File: src/rtl/anm_pkg.sv
// shared types, constants and reset values of the alarm notify manager
package anm_pkg;

  // widest alarm table that the configuration masks can describe
  localparam int MAX_ALARMS = 32;

  // defaults of the top level parameters
  localparam int NUM_ALARMS_DEF = 27;
  localparam int COUNT_BITS_DEF = 16;

  // width of the per-entry notice age counter
  localparam int AGE_BITS = 17;

  // input commands
  localparam logic [1:0] CMD_RAISE   = 2'd0;
  localparam logic [1:0] CMD_RESOLVE = 2'd1;
  localparam logic [1:0] CMD_TICK    = 2'd2;

  // result kinds
  typedef enum logic [2:0] {
    KIND_ACCEPT  = 3'd0,
    KIND_INVALID = 3'd1,
    KIND_RAISE   = 3'd2,
    KIND_CLEAR   = 3'd3,
    KIND_SUMMARY = 3'd4
  } kind_t;

  // configuration reset values
  localparam logic [15:0] REPEAT_RESET = 16'd60;
  localparam logic [31:0] AUTO_RESET   = 32'h0080_7E0;
  localparam logic [31:0] STOP_RESET   = 32'h0000_2023;
  localparam logic [31:0] COLD_RESET   = 32'h0000_0804;
  localparam logic [31:0] HOT_RESET    = 32'h0008_0040;

  // configuration registers as seen by the sequencer
  typedef struct packed {
    logic [15:0]           repeat_interval;
    logic [MAX_ALARMS-1:0] auto_clear;
    logic [MAX_ALARMS-1:0] service_stop;
    logic [MAX_ALARMS-1:0] cold_block;
    logic [MAX_ALARMS-1:0] hot_block;
  } cfg_t;

  // one result item
  typedef struct packed {
    kind_t                 kind;
    logic [4:0]            notice_index;
    logic [MAX_ALARMS-1:0] active_flags;
    logic                  close_hot;
    logic                  close_cold;
    logic                  out_of_service;
    logic                  enter_fatal;
    logic                  return_standby;
    logic                  last;
  } result_t;

endpackage

File: src/rtl/anm_ram.sv
// generic single-port-write, single-port-read ram with registered read data
module anm_ram #(
  parameter int WIDTH = 8,
  parameter int DEPTH = 32
) (
  input  logic                                       clk,
  input  logic                                       wr_en,
  input  logic [((DEPTH > 1) ? $clog2(DEPTH) : 1)-1:0] wr_addr,
  input  logic [WIDTH-1:0]                           wr_data,
  input  logic                                       rd_en,
  input  logic [((DEPTH > 1) ? $clog2(DEPTH) : 1)-1:0] rd_addr,
  output logic [WIDTH-1:0]                           rd_data
);

  logic [WIDTH-1:0] mem [DEPTH];

  // write port and registered read port
  always_ff @(posedge clk) begin
    if (wr_en) begin
      mem[wr_addr] <= wr_data;
    end
    if (rd_en) begin
      rd_data <= mem[rd_addr];
    end
  end

endmodule

File: src/rtl/anm_cfg.sv
// apb configuration registers of the alarm notify manager
module anm_cfg #(
  parameter int NUM_ALARMS = anm_pkg::NUM_ALARMS_DEF
) (
  input  logic              clk,
  input  logic              rst_n,
  input  logic              psel,
  input  logic              penable,
  input  logic              pwrite,
  input  logic [4:0]        paddr,
  input  logic [31:0]       pwdata,
  output logic [31:0]       prdata,
  output logic              pready,
  output anm_pkg::cfg_t     cfg
);

  // register indexes
  localparam logic [2:0] REG_REPEAT = 3'd0;
  localparam logic [2:0] REG_AUTO   = 3'd1;
  localparam logic [2:0] REG_STOP   = 3'd2;
  localparam logic [2:0] REG_COLD   = 3'd3;
  localparam logic [2:0] REG_HOT    = 3'd4;

  localparam logic [32:0] ONES     = (33'd1 << NUM_ALARMS) - 33'd1;
  localparam logic [31:0] IDX_MASK = ONES[31:0];

  logic [15:0] repeat_r;
  logic [31:0] auto_r;
  logic [31:0] stop_r;
  logic [31:0] cold_r;
  logic [31:0] hot_r;
  logic        wr;

  assign wr     = psel && penable && pwrite;
  assign pready = 1'b1;

  // register writes
  always_ff @(posedge clk) begin
    if (!rst_n) begin
      repeat_r <= anm_pkg::REPEAT_RESET;
      auto_r   <= anm_pkg::AUTO_RESET & IDX_MASK;
      stop_r   <= anm_pkg::STOP_RESET & IDX_MASK;
      cold_r   <= anm_pkg::COLD_RESET & IDX_MASK;
      hot_r    <= anm_pkg::HOT_RESET & IDX_MASK;
    end else if (wr) begin
      unique case (paddr[4:2])
        REG_REPEAT: repeat_r <= pwdata[15:0];
        REG_AUTO:   auto_r   <= pwdata & IDX_MASK;
        REG_STOP:   stop_r   <= pwdata & IDX_MASK;
        REG_COLD:   cold_r   <= pwdata & IDX_MASK;
        REG_HOT:    hot_r    <= pwdata & IDX_MASK;
        default: ;
      endcase
    end
  end

  // read mux
  always_comb begin
    unique case (paddr[4:2])
      REG_REPEAT: prdata = 32'(repeat_r);
      REG_AUTO:   prdata = auto_r;
      REG_STOP:   prdata = stop_r;
      REG_COLD:   prdata = cold_r;
      REG_HOT:    prdata = hot_r;
      default:    prdata = '0;
    endcase
  end

  assign cfg.repeat_interval = repeat_r;
  assign cfg.auto_clear      = auto_r;
  assign cfg.service_stop    = stop_r;
  assign cfg.cold_block      = cold_r;
  assign cfg.hot_block       = hot_r;

endmodule

File: src/rtl/anm_engine.sv
// command and tick sequencer around the alarm table ram
module anm_engine #(
  parameter int NUM_ALARMS = anm_pkg::NUM_ALARMS_DEF,
  parameter int COUNT_BITS = anm_pkg::COUNT_BITS_DEF
) (
  input  logic                clk,
  input  logic                rst_n,
  input  logic                in_valid,
  output logic                in_stall,
  input  logic [1:0]          in_cmd,
  input  logic [4:0]          in_alarm_index,
  input  anm_pkg::cfg_t       cfg,
  input  logic                out_free,
  output logic                emit,
  output anm_pkg::result_t    res
);

  localparam int AW = (NUM_ALARMS > 1) ? $clog2(NUM_ALARMS) : 1;
  localparam int AB = anm_pkg::AGE_BITS;
  localparam int EW = 2 + COUNT_BITS + AB;
  localparam logic [AW-1:0]         LAST_ADDR = AW'(NUM_ALARMS - 1);
  localparam logic [5:0]            NUM_IDX   = 6'(NUM_ALARMS);
  localparam logic [COUNT_BITS-1:0] CNT_MAX   = '1;
  localparam logic [AB-1:0]         AGE_MAX   = '1;

  typedef enum logic [1:0] {
    ST_IDLE,
    ST_CMD,
    ST_WALK,
    ST_SUM
  } state_t;

  state_t                  st_r, st_nxt;
  logic [1:0]              cmd_r;
  logic [4:0]              idx_r;
  logic [AW-1:0]           cnt_r, cnt_nxt;
  logic [NUM_ALARMS-1:0]   active_r, active_nxt;
  logic                    stopped_r, stopped_nxt;
  logic [NUM_ALARMS-1:0]   vld_r;
  logic                    rd_vld_r;

  logic                    accept;
  logic                    idx_ok;
  logic                    in_idx_ok;
  logic                    rd_en, wr_en;
  logic [AW-1:0]           rd_addr, wr_addr;
  logic [EW-1:0]           rd_data, wr_data;
  logic [EW-1:0]           ent;
  logic                    e_raised, e_res;
  logic [COUNT_BITS-1:0]   e_cnt;
  logic [AB-1:0]           e_age, age_inc;
  logic                    overdue;
  logic [NUM_ALARMS-1:0]   hot_m, cold_m, stop_m, auto_m;

  assign in_stall  = (st_r != ST_IDLE);
  assign accept    = in_valid && !in_stall;
  assign idx_ok    = ({1'b0, idx_r} < NUM_IDX);
  assign in_idx_ok = ({1'b0, in_alarm_index} < NUM_IDX);

  assign hot_m  = cfg.hot_block[NUM_ALARMS-1:0];
  assign cold_m = cfg.cold_block[NUM_ALARMS-1:0];
  assign stop_m = cfg.service_stop[NUM_ALARMS-1:0];
  assign auto_m = cfg.auto_clear[NUM_ALARMS-1:0];

  // alarm table: {raised, resolving, repeat count, notice age}
  anm_ram #(
    .WIDTH (EW),
    .DEPTH (NUM_ALARMS)
  ) u_table (
    .clk     (clk),
    .wr_en   (wr_en),
    .wr_addr (wr_addr),
    .wr_data (wr_data),
    .rd_en   (rd_en),
    .rd_addr (rd_addr),
    .rd_data (rd_data)
  );

  // entries never written read as zero
  assign ent      = rd_vld_r ? rd_data : '0;
  assign e_raised = ent[EW-1];
  assign e_res    = ent[EW-2];
  assign e_cnt    = ent[AB +: COUNT_BITS];
  assign e_age    = ent[AB-1:0];
  assign age_inc  = (e_age != AGE_MAX) ? (e_age + 1'b1) : e_age;
  assign overdue  = (age_inc > AB'(cfg.repeat_interval));

  // sequencing and read-modify-write of one entry
  always_comb begin
    st_nxt      = st_r;
    cnt_nxt     = cnt_r;
    active_nxt  = active_r;
    stopped_nxt = stopped_r;
    rd_en       = 1'b0;
    rd_addr     = '0;
    wr_en       = 1'b0;
    wr_addr     = cnt_r;
    wr_data     = ent;
    emit        = 1'b0;
    res         = '0;
    res.kind    = anm_pkg::KIND_ACCEPT;
    unique case (st_r)
      ST_IDLE: begin
        if (accept) begin
          if (in_cmd == anm_pkg::CMD_TICK) begin
            rd_en   = 1'b1;
            cnt_nxt = '0;
            st_nxt  = ST_WALK;
          end else begin
            rd_en   = in_idx_ok;
            rd_addr = in_alarm_index[AW-1:0];
            st_nxt  = ST_CMD;
          end
        end
      end
      ST_CMD: begin
        if (out_free) begin
          emit             = 1'b1;
          res.notice_index = idx_r;
          res.last         = 1'b1;
          wr_addr          = idx_r[AW-1:0];
          st_nxt           = ST_IDLE;
          if (idx_ok && cmd_r == anm_pkg::CMD_RAISE) begin
            wr_en = 1'b1;
            if (e_cnt != CNT_MAX) begin
              wr_data[AB +: COUNT_BITS] = e_cnt + 1'b1;
            end
            if (!e_raised) begin
              wr_data[EW-1]   = 1'b1;
              wr_data[AB-1:0] = AB'(cfg.repeat_interval);
            end
          end else if (idx_ok && cmd_r == anm_pkg::CMD_RESOLVE) begin
            wr_en         = e_raised;
            wr_data[EW-2] = 1'b1;
          end else begin
            res.kind = anm_pkg::KIND_INVALID;
          end
        end
      end
      ST_WALK: begin
        if (out_free) begin
          wr_en = e_raised;
          if (e_raised) begin
            if (e_res) begin
              active_nxt[cnt_r] = 1'b0;
              wr_data           = '0;
              emit              = 1'b1;
              res.kind          = anm_pkg::KIND_CLEAR;
            end else begin
              active_nxt[cnt_r] = 1'b1;
              wr_data[AB-1:0]   = age_inc;
              if (overdue) begin
                if (auto_m[cnt_r] && e_cnt == '0) begin
                  wr_data[EW-2] = 1'b1;
                end else begin
                  wr_data[AB +: COUNT_BITS] = auto_m[cnt_r] ? '0 : e_cnt;
                  wr_data[AB-1:0]           = '0;
                  emit                      = 1'b1;
                  res.kind                  = anm_pkg::KIND_RAISE;
                end
              end
            end
          end
          res.notice_index = 5'(cnt_r);
          if (cnt_r == LAST_ADDR) begin
            st_nxt = ST_SUM;
          end else begin
            rd_en   = 1'b1;
            rd_addr = cnt_r + 1'b1;
            cnt_nxt = cnt_r + 1'b1;
          end
        end
      end
      ST_SUM: begin
        if (out_free) begin
          emit           = 1'b1;
          res.kind       = anm_pkg::KIND_SUMMARY;
          res.close_hot  = |(active_r & hot_m);
          res.close_cold = |(active_r & cold_m);
          res.last       = 1'b1;
          stopped_nxt    = |(active_r & stop_m);
          res.enter_fatal    = stopped_nxt && !stopped_r;
          res.return_standby = !stopped_nxt && stopped_r;
          st_nxt         = ST_IDLE;
        end
      end
      default: st_nxt = ST_IDLE;
    endcase
    res.active_flags   = anm_pkg::MAX_ALARMS'(active_nxt);
    res.out_of_service = stopped_nxt;
  end

  // state, command capture and entry valid bits
  always_ff @(posedge clk) begin
    if (!rst_n) begin
      st_r      <= ST_IDLE;
      cnt_r     <= '0;
      active_r  <= '0;
      stopped_r <= 1'b0;
      vld_r     <= '0;
      rd_vld_r  <= 1'b0;
    end else begin
      st_r      <= st_nxt;
      cnt_r     <= cnt_nxt;
      active_r  <= active_nxt;
      stopped_r <= stopped_nxt;
      if (wr_en) begin
        vld_r[wr_addr] <= 1'b1;
      end
      if (rd_en) begin
        rd_vld_r <= vld_r[rd_addr];
      end
    end
  end

  always_ff @(posedge clk) begin
    if (accept) begin
      cmd_r <= in_cmd;
      idx_r <= in_alarm_index;
    end
  end

  // walk index stays inside the table
  assert property (@(posedge clk) disable iff (!rst_n)
    (st_r == ST_WALK) |-> (cnt_r <= LAST_ADDR))
    else $error("walk index beyond table");

  // a tick starts its walk at entry zero
  assert property (@(posedge clk) disable iff (!rst_n)
    (accept && in_cmd == anm_pkg::CMD_TICK) |=> (st_r == ST_WALK && cnt_r == '0))
    else $error("tick walk did not start at entry zero");

  // the out-of-service flag only moves in the summary step
  assert property (@(posedge clk) disable iff (!rst_n)
    (st_r != ST_SUM) |=> $stable(stopped_r))
    else $error("out-of-service changed outside the summary");

endmodule

File: src/rtl/alarm_notify_manager_unit.sv
// Alarm notify manager top level: configuration registers, sequencer and result register.
// Keeps a table of NUM_ALARMS alarm sources in one ram entry per source. A raise or
// resolve command reads its table entry, then modifies and writes it back as its result
// is loaded into the result register; the next item is taken once the sequencer is idle.
// A tick walks the table, then a summary step loads its summary; the walk handles one
// table entry per cycle while the result register is free, through the single ram read
// port, and reads one entry in the same cycle as it writes back the neighboring one.
// A stalled result register holds the sequencer where it is. The user must write the
// configuration through the apb port only while idle; the block does not enforce it.
module alarm_notify_manager_unit #(
  parameter int NUM_ALARMS = anm_pkg::NUM_ALARMS_DEF,
  parameter int COUNT_BITS = anm_pkg::COUNT_BITS_DEF
) (
  input  logic                  clk,
  input  logic                  rst_n,
  input  logic                  psel,
  input  logic                  penable,
  input  logic                  pwrite,
  input  logic [4:0]            paddr,
  input  logic [31:0]           pwdata,
  output logic [31:0]           prdata,
  output logic                  pready,
  input  logic                  in_valid,
  output logic                  in_stall,
  input  logic [1:0]            in_cmd,
  input  logic [4:0]            in_alarm_index,
  output logic                  out_valid,
  input  logic                  out_stall,
  output logic [2:0]            out_kind,
  output logic [4:0]            out_notice_index,
  output logic [NUM_ALARMS-1:0] out_active_flags,
  output logic                  out_close_hot,
  output logic                  out_close_cold,
  output logic                  out_out_of_service,
  output logic                  out_enter_fatal,
  output logic                  out_return_standby,
  output logic                  out_last
);

  anm_pkg::cfg_t    cfg;
  anm_pkg::result_t res;
  anm_pkg::result_t res_r;
  logic             emit;
  logic             out_free;
  logic             out_valid_r;

  anm_cfg #(
    .NUM_ALARMS (NUM_ALARMS)
  ) u_cfg (
    .clk     (clk),
    .rst_n   (rst_n),
    .psel    (psel),
    .penable (penable),
    .pwrite  (pwrite),
    .paddr   (paddr),
    .pwdata  (pwdata),
    .prdata  (prdata),
    .pready  (pready),
    .cfg     (cfg)
  );

  anm_engine #(
    .NUM_ALARMS (NUM_ALARMS),
    .COUNT_BITS (COUNT_BITS)
  ) u_engine (
    .clk            (clk),
    .rst_n          (rst_n),
    .in_valid       (in_valid),
    .in_stall       (in_stall),
    .in_cmd         (in_cmd),
    .in_alarm_index (in_alarm_index),
    .cfg            (cfg),
    .out_free       (out_free),
    .emit           (emit),
    .res            (res)
  );

  // result register: free when empty or being taken
  assign out_free = !out_valid_r || !out_stall;

  always_ff @(posedge clk) begin
    if (!rst_n) begin
      out_valid_r <= 1'b0;
    end else if (emit) begin
      out_valid_r <= 1'b1;
    end else if (!out_stall) begin
      out_valid_r <= 1'b0;
    end
  end

  always_ff @(posedge clk) begin
    if (emit) begin
      res_r <= res;
    end
  end

  assign out_valid          = out_valid_r;
  assign out_kind           = res_r.kind;
  assign out_notice_index   = res_r.notice_index;
  assign out_active_flags   = res_r.active_flags[NUM_ALARMS-1:0];
  assign out_close_hot      = res_r.close_hot;
  assign out_close_cold     = res_r.close_cold;
  assign out_out_of_service = res_r.out_of_service;
  assign out_enter_fatal    = res_r.enter_fatal;
  assign out_return_standby = res_r.return_standby;
  assign out_last           = res_r.last;

  // a new item never overwrites one that is still waiting
  assert property (@(posedge clk) disable iff (!rst_n)
    emit |-> out_free)
    else $error("result loaded over a stalled item");

  // entry into and exit from out-of-service never coincide
  assert property (@(posedge clk) disable iff (!rst_n)
    out_valid |-> !(out_enter_fatal && out_return_standby))
    else $error("enter and exit of out-of-service together");

  // command answers are single items
  assert property (@(posedge clk) disable iff (!rst_n)
    (out_valid && (out_kind == anm_pkg::KIND_ACCEPT || out_kind == anm_pkg::KIND_INVALID))
      |-> out_last)
    else $error("command answer without last");

endmodule
File: config.mk
export PLATFORM = sky130hd
export DESIGN_NAME = alarm_notify_manager_unit
export DESIGN_NICKNAME = d
export VERILOG_FILES = /design/src/rtl/anm_pkg.sv /design/src/rtl/anm_ram.sv /design/src/rtl/anm_cfg.sv /design/src/rtl/anm_engine.sv /design/src/rtl/alarm_notify_manager_unit.sv
export SDC_FILE = /design/constraint.sdc
export NUM_CORES = 2
export LEC_CHECK = 0
export BUFFER_PORTS_ARGS = -buffer_cell sky130_fd_sc_hd__buf_2
export CORE_ASPECT_RATIO = 0.9
export CORE_MARGIN = 4
export CORE_UTILIZATION = 29
export CTS_BUF_LIST = sky130_fd_sc_hd__clkbuf_4 sky130_fd_sc_hd__clkbuf_8
export DETAILED_ROUTE_END_ITERATION = 12
export PLACE_DENSITY_LB_ADDON = 0.05
export SYNTH_ARGS = -nofsm -noshare
export SYNTH_HDL_FRONTEND = slang
export SYNTH_SLANG_ARGS = --single-unit
File: constraint.sdc
create_clock -name clk -period 6.2 [get_ports clk]
set_input_delay 0.31 -clock clk [delete_from_list [all_inputs] [get_ports clk]]
set_output_delay 0.31 -clock clk [all_outputs]
set_load 0.02 [all_outputs]
==> metrics.md <==
| Metric | Value |
|---|---|
| CP peak stage delay | `roughly 880 ps` |
| Routability cong. | `0.830` |
| FF+latch count, synth | `~1200` |
| Internal power | `15.6 mW` |
| Post-CTS sizing | `0` |
| Post-synth EDFFs | `about 1000` |
| Slew headroom | `between 20% and 30%` |
| Final HPWL DP | `approximately 110 mm` |
| CTS tree | `yes` |
| Post-route cell area | `just over 60000 µm²` |
| Vias in the first global route | `about 35000` |
| Clk sinks | `roughly 1200` |
| Core Footprint | `between 150000 and 200000 µm²` |
| Drt total wl | `around 200 mm` |
| Post-CTS setup buffer count | `0` |
| Via count | `approximately 36000` |
| Reg clk slew, reported paths | `~60 ps` |
| DR vias/cell | `5.26` |
| Hold WS | `approximately 110 ps` |
| Hold Path End | `out_valid` |
| Die ar. | `~180000 µm²` |
| # DRC | `0` |
| Slew @ Worst Pin | `roughly 1200 ps` |
| Portion of total power attributed to the clock network | `~31%` |
| RSZ-0062 raised after global routing | `no` |
| R2R depth | `17` |
| Period utilization | `around 92%` |
| Ports | `roughly 130` |
| Power Density | `slightly below 400 nW/µm²` |
| Reg2reg setup slack | `between 400 and 500 ps` |
| Post-layout util | `between 30% and 40%` |
| Initial antenna violation count | `4` |
| Tmin final | `between 5000 and 6000 ps` |
| Worst hold path type | `in -> reg` |
| Synthesized area | `about 51000 µm²` |
| Post-synth top area cell | `edfxtp_1` |
| CP required | `~6800 ps` |
| Kind of critical path | `reg -> reg` |
| First DRT Iteration DRCs | `around 2800` |
| Final count of hold timing violations | `0` |
| Fin worst setup slack | `482 ps` |
| YS warnings | `0` |
| Static leakage | `around 20 nW` |
| FFs w/ async S/R, synth | `0%` |
| F_max | `about 170 MHz` |
| First-pass GRT wire length | `280 mm` |
| H-Tree Depth | `4` |
| Num CTS Buffers | `217` |
| Layout Nets | `between 4000 and 5000` |
| Cells after synthesis | `roughly 4100` |
| Maxcap violations | `0` |
| CTS Hold Bufs | `38` |
| Yosys top cell area share | `60.0%` |
| Sequential fraction of the synthesis area | `67.3%` |
| Die X | `between 400 and 500 µm` |
| Combinational cell fraction of total power | `25.9%` |
| Largest net degree at the start of global routing | `between 80 and 90` |
| Most frequent cells in the layout | `edfxtp_1 (1028), nand2_1 (782), a211oi_1 (251)` |
| Total grt overflow | `0` |
| Root Driver | `clkbuf_8` |
| Status | `completed` |
| Hold Path Depth | `3` |
| Min-Delay Startpoint | `out_stall` |
| Initial Util | `29.2%` |
| Maximum vdd drop | `between 0.2 and 0.25 mV` |
| Crit Path Max Fanout | `27` |
| Synth-to-layout area growth | `17.4%` |
| Clock skew | `62.5 ps` |
| Clock Tree Buf Depth | `3` |
| Endpoints failing setup | `0` |
| Drt pass-1 iters | `5` |
| Crit end category | `flip-flop` |
| GRT Util Overall | `between 20% and 30%` |
| Sw Ratio | `34.6%` |
| Setup WS pre-CTS | `roughly 570 ps` |
| Avg WL per Cell | `approximately 29 µm` |
| Post-placement cell area | `roughly 56000 µm²` |
| Synth cell types | `74` |
| Worst R2R Start | `u_engine.u_table.rd_data[0]` |
| Synth area leaders | `edfxtp_1 (60%), dfxtp_1 (7.3%), nand2_1 (5.7%), a211oi_1 (3.7%), a311oi_1 (2.4%)` |
| Row count | `roughly 150` |
| IO Port Bufs | `around 110` |
| Family with the most delay on the worst path | `simple AND/OR/NAND/NOR gates` |
| Slowest CP cell | `a21oi_2` |
| Die Ht | `408 µm` |
| Worst skew pair latency | `about 940 ps` |
| Syn Area/Cell | `~13 µm²` |
| Setup total negative slack | `0 ps` |
| Fin. max-slew vios | `0` |
| P_sw | `about 8 mW` |
| Worst path arrival time | `around 6300 ps` |
| Commonest non-fill, non-tap cell in the layout | `edfxtp_1` |
| Fraction of layout cells with a size suffix above 1 | `16.1%` |
| FF-to-FF End | `u_engine.u_table.mem[13][30]` |
| Synth Flop Type | `edfxtp_1` |
| Sequential Power Share | `between 40 and 50%` |
| Critical Path, Cell by Cell | `and2_1, ha_1, nand3_1, nor4_1, and3b_1, or3_1, or4_1, xor2_1, nor2_1, ha_1, nand3_1, nor3_1, o2bb2ai_1, o21a_1, o221ai_4, buf_4, a21oi_2` |
| Antenna viol nets, final | `0` |
| Worst Setup Start Kind | `flip-flop` |
| CP bufs+invs | `1` |
==> how the worst max path moves through the flow <==
stage	start	to	slack, ps	cells past startpoint
3_3_place_gp	u_engine.rd_vld_r	u_engine.u_table.mem[1][30]	500	18
5_1_grt	u_engine.rd_vld_r	u_engine.u_table.mem[3][30]	90	17
6_report	u_engine.u_table.rd_data[0]	u_engine.u_table.mem[13][30]	480	17
3_5_place_dp	u_engine.u_table.rd_data[1]	u_engine.u_table.mem[1][30]	570	17
4_1_cts	u_engine.u_table.rd_data[0]	u_engine.u_table.mem[18][26]	540	16
2_1_floorplan	u_engine.rd_vld_r	u_engine.u_table.mem[0][8]	150	24
==> registers in the layout, indices dropped and copies added, names as in the netlist, 2 cells and up <==
| signal | count |
|---|---|
| u_engine.u_table.mem | 945 |
| u_engine.u_table.rd_data | 35 |
| out_active_flags | 27 |
| u_cfg.auto_r | 27 |
| u_cfg.cold_r | 27 |
| u_cfg.hot_r | 27 |
| u_cfg.stop_r | 27 |
| u_engine.active_r | 27 |
| u_engine.vld_r | 27 |
| u_cfg.repeat_r | 16 |
| out_notice_index | 5 |
| u_engine.cnt_r | 5 |
| u_engine.idx_r | 5 |
| out_kind | 3 |
| u_engine.cmd_r | 2 |
| u_engine.st_r | 2 |
==> layer usage <==
| metal | part of all wire (%) | global-route usage [%] |
|---|---|---|
| met3 | 4.0 | 2.79 |
| met2 | 47 | 34.2 |
| met5 | 0 | 0 |
| met1 | 47 | 30.1 |
| met4 | 1.7 | 4.46 |
==> worst register-to-register path, stage by stage, from the launching register on <==
cell and delay (ps):
edfxtp_1 400, and2_1 180, ha_1 200, nand3_1 120, nor4_1 80, and3b_1 320
or3_1 480, or4_1 560, xor2_1 170, nor2_1 60, ha_1 340, nand3_1 110
nor3_1 270, o2bb2ai_1 180, o21a_1 260, o221ai_4 400, buf_4 340, a21oi_2 880
==> cell families (layout without fill, tap and decap cells) <==
logic type,after synthesis,count (layout),synth area share [%]
AO/OA/AOI/OAI,1012,1012,14.7
XOR/XNOR,14,14,0.238
adder cells (fa/ha/maj),28,28,0.681
buffers and inverters,359,735,2.88
flip-flops,1216,1216,67.3
multiplexers,125,125,2.60
other,2,10,0.0146
AND/OR/NAND/NOR,1317,1317,11.6
==> synthesized netlist by cell type (all sizes together), types with 10 or more instances <==
cell type / count
inv: 31
buf: 103
a211oi: 251
nor3: 17
and3: 184
nand4: 18
a31oi: 48
mux2: 18
a22oi: 81
a21oi: 40
o311ai: 37
clkbuf: 224
mux2i: 102
edfxtp: 1028
o211ai: 42
nor2: 82
ha: 28
a21boi: 114
dfxtp: 188
and2: 46
o21a: 30
o31ai: 75
a311oi: 141
nand2: 786
a22o: 12
nand3: 124
o22ai: 30
nor4: 10
o21ai: 65
==> power groups by stage <==
stage / combinational [mW] / sequential, mW / clock [mW]
finish: 6.17 / 10.2 / 7.44
global route: 6.68 / 10.2 / 8.10
CTS: 6.25 / 10.2 / 7.71
detailed placement: 6.21 / 10.4 / 0
global placement: 6.26 / 10.4 / 0
floorplan: 3.47 / 10.3 / 0
==> area by class of cell <==
type	instances	area [µm²]
antenna	4	10.0
fill	17500	116000
multi-input combinational	2502	15900
tap	2368	2960
inverter	32	120
clock inverter	88	505
clock buffer	305	3710
sequential	1216	34600
timing repair buffer	310	2580
==> stage by stage <==
step	power (mW)	cells
finish	23.8	6825
global route	25.0	6824
CTS	24.2	6821
detailed placement	16.6	6390
global placement	16.6	6390
floorplan	13.8	4077
No activity file was read; power rests on OpenSTA's default activity.
